$ cat config.mk
export PLATFORM = sky130hd
export DESIGN_NAME = backtracking_permutation_generator_top
export DESIGN_NICKNAME = d
export VERILOG_FILES = /design/src/sv/bpg_pkg.sv /design/src/sv/backtracking_permutation_generator_top.sv
export SDC_FILE = /design/constraint.sdc
export NUM_CORES = 1
export LEC_CHECK = 0
export BUFFER_PORTS_ARGS = -buffer_cell sky130_fd_sc_hd__buf_2
export CAP_MARGIN = 20
export CORE_MARGIN = 2
export CORE_UTILIZATION = 60
export DETAILED_ROUTE_END_ITERATION = 8
export GPL_ROUTABILITY_DRIVEN = 1
export GPL_TIMING_DRIVEN = 0
export PLACE_DENSITY = 0.76
export SLEW_MARGIN = 20
export SYNTH_ARGS = -nofsm -noshare
export SYNTH_HDL_FRONTEND = slang
export SYNTH_SLANG_ARGS = --single-unit
export TNS_END_PERCENT = 30
$ cat constraint.sdc
create_clock -name aclk -period 11.29 [get_ports aclk]
set_clock_uncertainty 0.1 [all_clocks]
set_input_delay 1.129 -clock aclk [delete_from_list [all_inputs] [get_ports aclk]]
set_output_delay 1.129 -clock aclk [all_outputs]
set_load 0.05 [all_outputs]
$ cat src/sv/bpg_pkg.sv
// Shared constants for the backtracking permutation generator.
// No dependencies; imported by the top level and by its port checker.
package bpg_pkg;

    localparam int MAX_SET_DEF = 8;            // default largest set size
    localparam int VAL_W       = 4;            // symbol / result value width
    localparam int SIZE_W      = 4;            // set_size register width
    localparam logic [SIZE_W-1:0] SIZE_RESET = 4'd3;

endpackage

$ cat src/sv/backtracking_permutation_generator_top.sv
// Backtracking permutation generator, top level with its search sequencer.
// Depends on bpg_pkg (widths, defaults). Checker is bound in bpg_checker.sv.
//
// Usage:
//   cfg channel  : cfg_valid/cfg_ready with cfg_set_size, the symbol count n
//                  (0 acts as 1, values above MAX_SET act as MAX_SET). Every
//                  write also restarts the enumeration. Taken only while idle.
//   s channel    : one request per transfer; s_restart = 1 restarts the
//                  enumeration first, 0 continues from the last permutation.
//   m channel    : n transfers per request, m_value = symbols in order,
//                  m_last on the n-th. Once every permutation has been given,
//                  a request yields one transfer with m_exhausted = 1,
//                  m_last = 1 and m_value = 0, and keeps doing so until a
//                  restart or a configuration write.
// Sequencing: one request is searched at a time by a single sequencer around
//   the option-stack RAM (one read and one write port). A descent steps once,
//   reads the top of each upper level into the used mask, then pushes each
//   unused candidate; a backtrack steps and then pops. Each output value is a
//   RAM read, then a register load.
// s_ready is high only while the sequencer is idle. A stalled receiver holds
//   the output register and the sequencer waits; the final transfer may still
//   be pending when the next request is accepted.
// Reset (aresetn low, synchronous): set size 3, enumeration restarted, output
//   register empty. The option-stack RAM is not cleared.
module backtracking_permutation_generator_top #(
    parameter int MAX_SET = bpg_pkg::MAX_SET_DEF
) (
    input  logic                       aclk,
    input  logic                       aresetn,
    // configuration write
    input  logic                       cfg_valid,
    output logic                       cfg_ready,
    input  logic [bpg_pkg::SIZE_W-1:0] cfg_set_size,
    // request channel
    input  logic                       s_valid,
    output logic                       s_ready,
    input  logic                       s_restart,
    // result channel
    output logic                       m_valid,
    input  logic                       m_ready,
    output logic [bpg_pkg::VAL_W-1:0]  m_value,
    output logic                       m_last,
    output logic                       m_exhausted
);
    import bpg_pkg::*;

    localparam int LEVELS = MAX_SET + 2;            // levels 0 .. n+1
    localparam int SLOTS  = MAX_SET + 1;            // slot 0 unused
    localparam int LW     = $clog2(LEVELS);         // level index
    localparam int CW     = $clog2(SLOTS);          // stack fill / symbol index
    localparam int DEPTH  = LEVELS * SLOTS;
    localparam int AW     = $clog2(DEPTH);

    typedef enum logic [3:0] {
        S_IDLE,
        S_STEP,        // descend or backtrack one level
        S_POP,         // after moving up: drop the tried option
        S_SCAN,        // read top of an upper level
        S_SCAN_WAIT,   // collect it into the used mask
        S_PUSH,        // try one candidate per cycle, push it if unused
        S_EMIT_RD,     // read top of level lvl for output
        S_EMIT_WAIT,   // load output register
        S_EXH          // load exhausted result
    } state_t;

    state_t              state_reg;
    logic [CW-1:0]       count_reg [LEVELS];
    logic [LW-1:0]       depth_reg;
    logic                done_reg;
    logic [SIZE_W-1:0]   size_reg;
    logic [LW-1:0]       lvl_reg;
    logic [CW-1:0]       cand_reg;
    logic [SLOTS-1:0]    used_reg;
    logic                m_valid_reg;
    logic [VAL_W-1:0]    m_value_reg;
    logic                m_last_reg;
    logic                m_exh_reg;

    // option stack RAM
    logic [VAL_W-1:0]    stack_mem [DEPTH];
    logic [VAL_W-1:0]    rdata_reg;
    logic [AW-1:0]       rd_addr;
    logic [AW-1:0]       wr_addr;
    logic                wr_en;

    logic [CW-1:0]       n_eff;
    logic [LW-1:0]       cnt_idx;
    logic [CW-1:0]       cnt_sel;
    logic [LW-1:0]       up_lvl;
    logic [LW-1:0]       dn_lvl;
    logic                out_free;
    logic                out_load;
    logic                clear_search;
    logic [SLOTS-1:0]    hit_mask;

    // clamp set size into 1..MAX_SET
    always_comb begin
        if (size_reg == '0) begin
            n_eff = CW'(1);
        end else if (32'(size_reg) > MAX_SET) begin
            n_eff = CW'(MAX_SET);
        end else begin
            n_eff = CW'(size_reg);
        end
    end

    // single read port on the fill counters; the emit read address stays put
    // while the output waits, so the read data holds its symbol
    assign cnt_idx = (state_reg == S_SCAN || state_reg == S_EMIT_RD ||
                      state_reg == S_EMIT_WAIT) ? lvl_reg : depth_reg;
    assign cnt_sel = count_reg[cnt_idx];

    assign up_lvl = (depth_reg == LW'(LEVELS - 1)) ? depth_reg : depth_reg + LW'(1);
    assign dn_lvl = (depth_reg == '0) ? depth_reg : depth_reg - LW'(1);

    assign out_free = !m_valid_reg || m_ready;
    assign out_load = out_free && (state_reg == S_EMIT_WAIT || state_reg == S_EXH);
    assign hit_mask = SLOTS'(1) << rdata_reg;

    assign rd_addr = AW'(lvl_reg) * AW'(SLOTS) + AW'(cnt_sel);
    assign wr_addr = AW'(depth_reg) * AW'(SLOTS) + AW'(cnt_sel) + AW'(1);
    assign wr_en   = (state_reg == S_PUSH) && !used_reg[cand_reg];

    assign cfg_ready    = (state_reg == S_IDLE);
    assign s_ready      = (state_reg == S_IDLE);
    assign clear_search = (state_reg == S_IDLE) &&
                          ((cfg_valid) || (s_valid && s_restart));

    always_ff @(posedge aclk) begin
        if (wr_en) begin
            stack_mem[wr_addr] <= VAL_W'(cand_reg);
        end
        rdata_reg <= stack_mem[rd_addr];
    end

    always_ff @(posedge aclk) begin
        if (!aresetn) begin
            state_reg   <= S_IDLE;
            for (int k = 0; k < LEVELS; k++) begin
                count_reg[k] <= (k == 0) ? CW'(1) : '0;
            end
            depth_reg   <= '0;
            done_reg    <= 1'b0;
            size_reg    <= SIZE_RESET;
            m_valid_reg <= 1'b0;
        end else begin
            if (out_load) begin
                m_valid_reg <= 1'b1;
            end else if (m_ready) begin
                m_valid_reg <= 1'b0;
            end
            case (state_reg)
                S_IDLE: begin
                    if (cfg_valid) begin
                        size_reg <= cfg_set_size;
                    end
                    if (clear_search) begin
                        for (int k = 0; k < LEVELS; k++) begin
                            count_reg[k] <= (k == 0) ? CW'(1) : '0;
                        end
                        depth_reg <= '0;
                        done_reg  <= 1'b0;
                    end
                    if (s_valid) begin
                        state_reg <= S_STEP;
                    end
                end
                S_STEP: begin
                    if (done_reg || count_reg[0] == '0) begin
                        state_reg <= S_EXH;
                    end else if (cnt_sel != '0) begin
                        depth_reg         <= up_lvl;
                        count_reg[up_lvl] <= '0;
                        lvl_reg           <= LW'(1);
                        used_reg          <= '0;
                        cand_reg          <= n_eff;
                        if (up_lvl == LW'(n_eff) + LW'(1)) begin
                            state_reg <= S_EMIT_RD;
                        end else if (up_lvl > LW'(1)) begin
                            state_reg <= S_SCAN;
                        end else begin
                            state_reg <= S_PUSH;
                        end
                    end else begin
                        depth_reg <= dn_lvl;
                        state_reg <= S_POP;
                    end
                end
                S_POP: begin
                    if (cnt_sel != '0) begin
                        count_reg[depth_reg] <= cnt_sel - CW'(1);
                    end
                    state_reg <= S_STEP;
                end
                S_SCAN: begin
                    state_reg <= S_SCAN_WAIT;
                end
                S_SCAN_WAIT: begin
                    used_reg <= used_reg | hit_mask;
                    if (lvl_reg + LW'(1) < depth_reg) begin
                        lvl_reg   <= lvl_reg + LW'(1);
                        state_reg <= S_SCAN;
                    end else begin
                        state_reg <= S_PUSH;
                    end
                end
                S_PUSH: begin
                    if (!used_reg[cand_reg]) begin
                        count_reg[depth_reg] <= cnt_sel + CW'(1);
                    end
                    if (cand_reg == CW'(1)) begin
                        state_reg <= S_STEP;
                    end else begin
                        cand_reg <= cand_reg - CW'(1);
                    end
                end
                S_EMIT_RD: begin
                    state_reg <= S_EMIT_WAIT;
                end
                S_EMIT_WAIT: begin
                    if (out_free) begin
                        m_value_reg <= rdata_reg;
                        m_last_reg  <= (lvl_reg == LW'(n_eff));
                        m_exh_reg   <= 1'b0;
                        if (lvl_reg == LW'(n_eff)) begin
                            state_reg <= S_IDLE;
                        end else begin
                            lvl_reg   <= lvl_reg + LW'(1);
                            state_reg <= S_EMIT_RD;
                        end
                    end
                end
                S_EXH: begin
                    if (out_free) begin
                        m_value_reg <= '0;
                        m_last_reg  <= 1'b1;
                        m_exh_reg   <= 1'b1;
                        done_reg    <= 1'b1;
                        state_reg   <= S_IDLE;
                    end
                end
                default: begin
                    state_reg <= S_IDLE;
                end
            endcase
        end
    end

    assign m_valid     = m_valid_reg;
    assign m_value     = m_value_reg;
    assign m_last      = m_last_reg;
    assign m_exhausted = m_exh_reg;

endmodule

# == Word-level counts from Yosys, hierarchy flattened ==
# Memories as Yosys holds them, arrays and structs flattened. A register that Yosys moved wholly into a read port is not among the register bits.
# Cells that the tools add are included.
# totals
register_bits,37
ram_bits,400
elab_cells,181
mem_count,2
# mem_list
memory,words,word_bits,read_ports,rd_ports_with_merged_regs,write_ports,line_no,source
stack_mem,90,4,1,1,1,backtracking_permutation_generator_top.sv:80,logic [VAL_W-1:0] stack_mem [DEPTH];
count_reg,10,4,2,0,10,backtracking_permutation_generator_top.sv:67,logic [CW-1:0] count_reg [LEVELS];
# classes
n_addsub,10
multipliers,2
order_cmp,4
n_eq_ne,23
shift,1
n_mux,82
bitwise,12
n_reduce_logical,34
# op_table
cell,n
4-bit 2-to-1 mux,38
4-bit case mux with 9 select lines,1
1-bit 2-to-1 mux,28
4-bit case mux with 2 select lines,3
9-bit 2-to-1 mux,2
9-bit case mux with 2 select lines,1
"4-bit by 1-bit adder with 4-bit output, second input constant",4
"4-bit by 3-bit == test with 1-bit output, second input constant",4
4-bit zero test,4
4-bit AND reduction,4
7-bit by 4-bit adder with 7-bit output,2
"4-bit by 4-bit multiplier with 7-bit output, second input constant",2
"2-bit inequality test, second input constant",7
3-bit 2-to-1 mux,4
4-bit case mux with 3 select lines,1
2-bit nonzero test,6
"4-bit by 1-bit subtractor with 4-bit output, second input constant",3
1-bit bitwise OR,11
9-bit bitwise OR,1
"1-bit by 4-bit left shift with 9-bit output, first input constant",1
"4-bit by 1-bit == test with 1-bit output, second input constant",2
"4-bit by 2-bit == test with 1-bit output, second input constant",2
4-bit == test,2
"4-bit == test, second input constant",2
19 further kinds,33

# == Longest topological paths before layout ==
# An unclocked memory read counts as a cell.
# logic_depth
word_depth,14
ltp_mapped,21

# == Worst setup path after synthesis ==
# OpenSTA, ideal clock, no wires.
# synth_path
kind,reg-to-reg
startpoint,register state_reg[0]
endpoint,"register rdata_reg[0], read port of stack_mem"
setup_time_ns,0.141
arrival_time_ns,5.213
required_time_ns,11.049
path_slack_ns,5.835
path_stages_with_launch,18
n_path_buf,3
synth_period_minus_slack_ns,5.455
path_cell_list,dfxtp_1 -> buf_4 -> o21ba_1 -> buf_4 -> and3_1 -> nor2_2 -> nor2_1 -> a221o_1 -> o21ai_2 -> ha_1 -> ha_1 -> fa_1 -> xor2_1 -> clkbuf_1 -> mux4_2 -> mux4_2 -> nor2_1 -> a21oi_1
# synth_via
elab_chain_cells,6
elab_cells_between_ends,8
classes_between,add/sub (1); eq/ne (3); mux (1); reduce/logical (2); memory (1)
# synth_rtl
element,line_no,source
start: declaration,backtracking_permutation_generator_top.sv:66,state_t state_reg;
start signal: assignment,backtracking_permutation_generator_top.sv:138,state_reg <= S_IDLE;
start signal: assignment,backtracking_permutation_generator_top.sv:165,state_reg <= S_STEP;
start signal: assignment,backtracking_permutation_generator_top.sv:170,state_reg <= S_EXH;
4-bit by 2-bit == test with 1-bit output or 4-bit by 3-bit == test with 1-bit output (tied branches),backtracking_permutation_generator_top.sv:109,assign cnt_idx = (state_reg == S_SCAN || state_reg == S_EMIT_RD ||
1-bit logical OR,backtracking_permutation_generator_top.sv:109,
1-bit logical OR (*),backtracking_permutation_generator_top.sv:109,
4-bit 2-to-1 mux (*),backtracking_permutation_generator_top.sv:110,state_reg == S_EMIT_WAIT) ? lvl_reg : depth_reg;
memory read 10 x 4 bit (*),-,
7-bit by 4-bit adder with 7-bit output (*),backtracking_permutation_generator_top.sv:120,assign rd_addr = AW'(lvl_reg) * AW'(SLOTS) + AW'(cnt_sel);
end: declaration,backtracking_permutation_generator_top.sv:81,logic [VAL_W-1:0] rdata_reg;
# Mark *: on every way between the ends. The rest lies on a longest branch, timed or not.
# A chain may end at the register's enable or synchronous reset.

# == Final worst setup path ==
# layout_path
startpoint,register depth_reg[0]
endpoint,"register rdata_reg[0], read port of stack_mem"
# layout_via
elab_chain_cells,3
# layout_rtl
element,line_no,source
start: declaration,backtracking_permutation_generator_top.sv:68,logic [LW-1:0] depth_reg;
start signal: assignment,backtracking_permutation_generator_top.sv:172,depth_reg <= up_lvl;
start signal: assignment,backtracking_permutation_generator_top.sv:185,depth_reg <= dn_lvl;
4-bit 2-to-1 mux,backtracking_permutation_generator_top.sv:110,
memory read 10 x 4 bit,-,
7-bit by 4-bit adder with 7-bit output,backtracking_permutation_generator_top.sv:120,
# Every way passes these cells.

==> results by group <==
CTS
  – Post-CTS Repair Setup Buffers: 0
  – Clock buffer depth: 3
  – TritonCTS clock tree: done
  – Clock-pin slew on the worst setup and hold paths: about 70 ps
  – Clk Latency, worst-skew pair: about 570 ps
  – CTS Root Buffer Type: clkbuf_16
  – Total CTS buffers: 46
  – Post-CTS Hold Buffers: 0
  – Post-CTS resize count: 0
  – H-tree levels: 2
  – Clk sinks: about 470

STA
  – Minimum clock period: between 6000 and 7000 ps
  – Worst-Margin Slew: roughly 1100 ps
  – Setup tns final: 0 ps
  – Endpoints failing hold: 0
  – Final setup fails: 0
  – Final period utilization: between 50% and 60%
  – Worst slew margin: 24.3%
  – RSZ-0062 raised after global routing: false
  – Fmax: 151 MHz
  – Final Max Tran Viols: 0

Synthesis
  – Seq/Total Area, Yosys: 67.0%
  – Syn nets: 1,339
  – Post-synth EDFFs: 447
  – Syn Area/Cell: 15.9 µm²
  – Synth cell types: 76
  – Synth Flop Type: edfxtp_1
  – Synthesized area: a little over 20,000 µm²
  – Asr flop ratio synth: 0%
  – Mapped Cells: between 1,000 and 1,500
  – Synth Register Bits: 465
  – Ys Warns: 0

Drt
  – Final WL: around 48,000 µm
  – Drt wl/cell: 25.6 µm
  – ANT nets after route: 0
  – Met2 Wirelength: roughly 23,000 µm
  – DR top layer: met4
  – Post-DR vias/cell: about 6.5
  – M1 WL: about 19,000 µm
  – Initial DRT Pass Iterations: 6
  – Drc violations: 0
  – DR vias: between 10,000 and 15,000
  – Initial DRC count: ~1,400
  – WL met3: around 4400 µm

Global route
  – GRT Resource Usage Total: approximately 27%
  – Final global-route overflow total: 0
  – First-pass GRT wire length: about 73,000 µm
  – Largest net degree at the start of global routing: 30
  – Vias in the first global route: roughly 12,000
  – Initial antenna violation count: 0

Critical path
  – Data required time of the worst path: roughly 12,000 ps
  – CP max stage cell: buf_1
  – Worst setup SP type: flop
  – WP data arrival: just under 7000 ps
  – CP top delay family: buffers and inverters
  – Max incr delay on CP: between 700 and 800 ps
  – Worst Setup End Kind: flop
  – WP buf/inv: 6
  – Crit-path cells: buf_2 > clkinv_1 > a21oi_2 > nor2_2 > nor2_1 > a32oi_1 > a22o_1 > ha_1 > buf_2 > buf_2 > clkbuf_1 > buf_1 > mux4_2 > mux4_2 > mux2i_1 > a21oi_1
  – Max FO, Critical Path: 11
  – Critical path class: flop to flop
  – R2R Setup Slk: roughly 4700 ps
  – Critical Path Most Common Cell: buf_2

Min path
  – Worst min path class: flop to flop

Run status
  – Status: finished clean

Finish
  – Fillers: between 2,000 and 2,500
  – Most common cell after layout, fill and taps aside: edfxtp_1
  – Final #Nets: 1,419
  – Layout cells sized above 1: 18.0%
  – Max reg flops: between 300 and 400
  – Ant. Diodes: 0
  – Most frequent cells in the layout: 447 x edfxtp_1, 179 x nor2_1, 114 x mux4_2, 80 x nand2_1, 47 x clkbuf_16
  – Synthesis-to-finish area growth: 11.6%

Placed design
  – Port-buffer cells: 17
  – Routability Congestion: between 0.9 and 1
  – Post-DP HPWL: 32,600 µm

Floorplan
  – Starting density of the core: about three fifths
  – Die Y: ~190 µm
  – # IOs: 19
  – Width of the die: 189 µm
  – Cell row count: 67
  – Total core area: around 34,000 µm²
  – Die area: around 36,000 µm²

Job
  – MaxCap Viol Count: 0
-- worst reg2reg max path, cell delays in order (launching register included) --
cell and delay, ps:
dfxtp_1 380, buf_2 280, clkinv_1 450, a21oi_2 390, nor2_2 180, nor2_1 180, a32oi_1 140, a22o_1 390
ha_1 380, buf_2 300, buf_2 470, clkbuf_1 650, buf_1 730, mux4_2 640, mux4_2 520, mux2i_1 190
a21oi_1 100
-- logic make-up after synthesis --
| group | share of synthesized area (%) |
|---|---|
| AO/OA/AOI/OAI | 5.04 |
| buffers and inverters | 1.59 |
| flip-flops | 67.0 |
| AND/OR/NAND/NOR | 8.55 |
| XOR/XNOR | 1.15 |
| adder cells (fa/ha/maj) | 2.46 |
| multiplexers | 14.2 |
-- synthesized netlist by cell type (3+ instances only) --
cell type / number / area, µm²
o2111ai_1: 3 / 26.3
inv_1: 19 / 71.3
nand2_1: 80 / 300
and3_1: 9 / 56.3
mux2_2: 5 / 56.3
a21o_1: 8 / 60.1
o31ai_1: 3 / 22.5
edfxtp_1: 447 / 13400
o21bai_1: 3 / 22.5
a221oi_1: 4 / 35.0
nor4_1: 4 / 25.0
buf_4: 3 / 22.5
mux4_2: 114 / 2570
o21a_1: 4 / 30.0
nor2b_1: 33 / 206
dfxtp_1: 18 / 360
xor2_1: 10 / 87.6
nor3_1: 6 / 30.0
a32oi_1: 4 / 35.0
ha_1: 34 / 425
or2_2: 3 / 18.8
buf_2: 9 / 45.0
xnor2_1: 17 / 149
a31oi_1: 14 / 87.6
clkinv_1: 4 / 15.0
o21ai_2: 3 / 26.3
nand3_1: 29 / 145
o22ai_1: 3 / 18.8
o21ai_0: 27 / 135
a21oi_1: 31 / 155
and2_1: 13 / 81.3
fa_1: 4 / 80.1
a211oi_1: 8 / 60.1
buf_1: 8 / 30.0
nor2_1: 179 / 672
nand2b_1: 6 / 37.5
nand4_1: 4 / 25.0
mux2i_1: 27 / 270
a21boi_0: 8 / 60.1
clkbuf_1: 38 / 143
-- final timing paths --
kind	from	end	depth (start not counted)
setup / recovery	depth_reg[0]	rdata_reg[0]	16
hold / removal	size_reg[0]	size_reg[0]	2
setup reg to reg	depth_reg[0]	rdata_reg[0]	16
hold reg to reg	size_reg[0]	size_reg[0]	2
-- routing by layer --
| metal | vias to the layer above | GRT usage (%) |
|---|---|---|
| li1 | 5216 | - |
| met1 | 6065 | 38.6 |
| met2 | 677 | 44.3 |
| met3 | 112 | 5.30 |
| met4 | 0 | 8.35 |
| met5 | - | 0 |
-- layout make-up --
class	count	area [µm²]	share of cell area (%)
sequential	465	13800	60.1
multi-input combinational	745	6480	28.2
clock buffer	56	1210	5.27
tap	448	561	2.44
timing repair buffer	32	319	1.39
clock inverter	29	268	1.17
buffer	58	243	1.06
inverter	23	86.3	0.376
-- through the flow --
stage	setup slack (ps)	hold slack (ps)	instance area [µm²]	util [%]	instances
2_1_floorplan	5840	359	20600	-	1291
3_3_place_gp	4660	385	21200	63.1	1756
3_5_place_dp	4600	378	21500	63.8	1771
4_1_cts	4530	397	22900	68.2	1856
5_1_grt	4150	419	22900	68.3	1856
6_report	4660	398	22900	68.3	1856
Power is left out: the tool's default activity adds up to more than one toggle a clock period on the data nets, which glitch-free logic cannot reach.
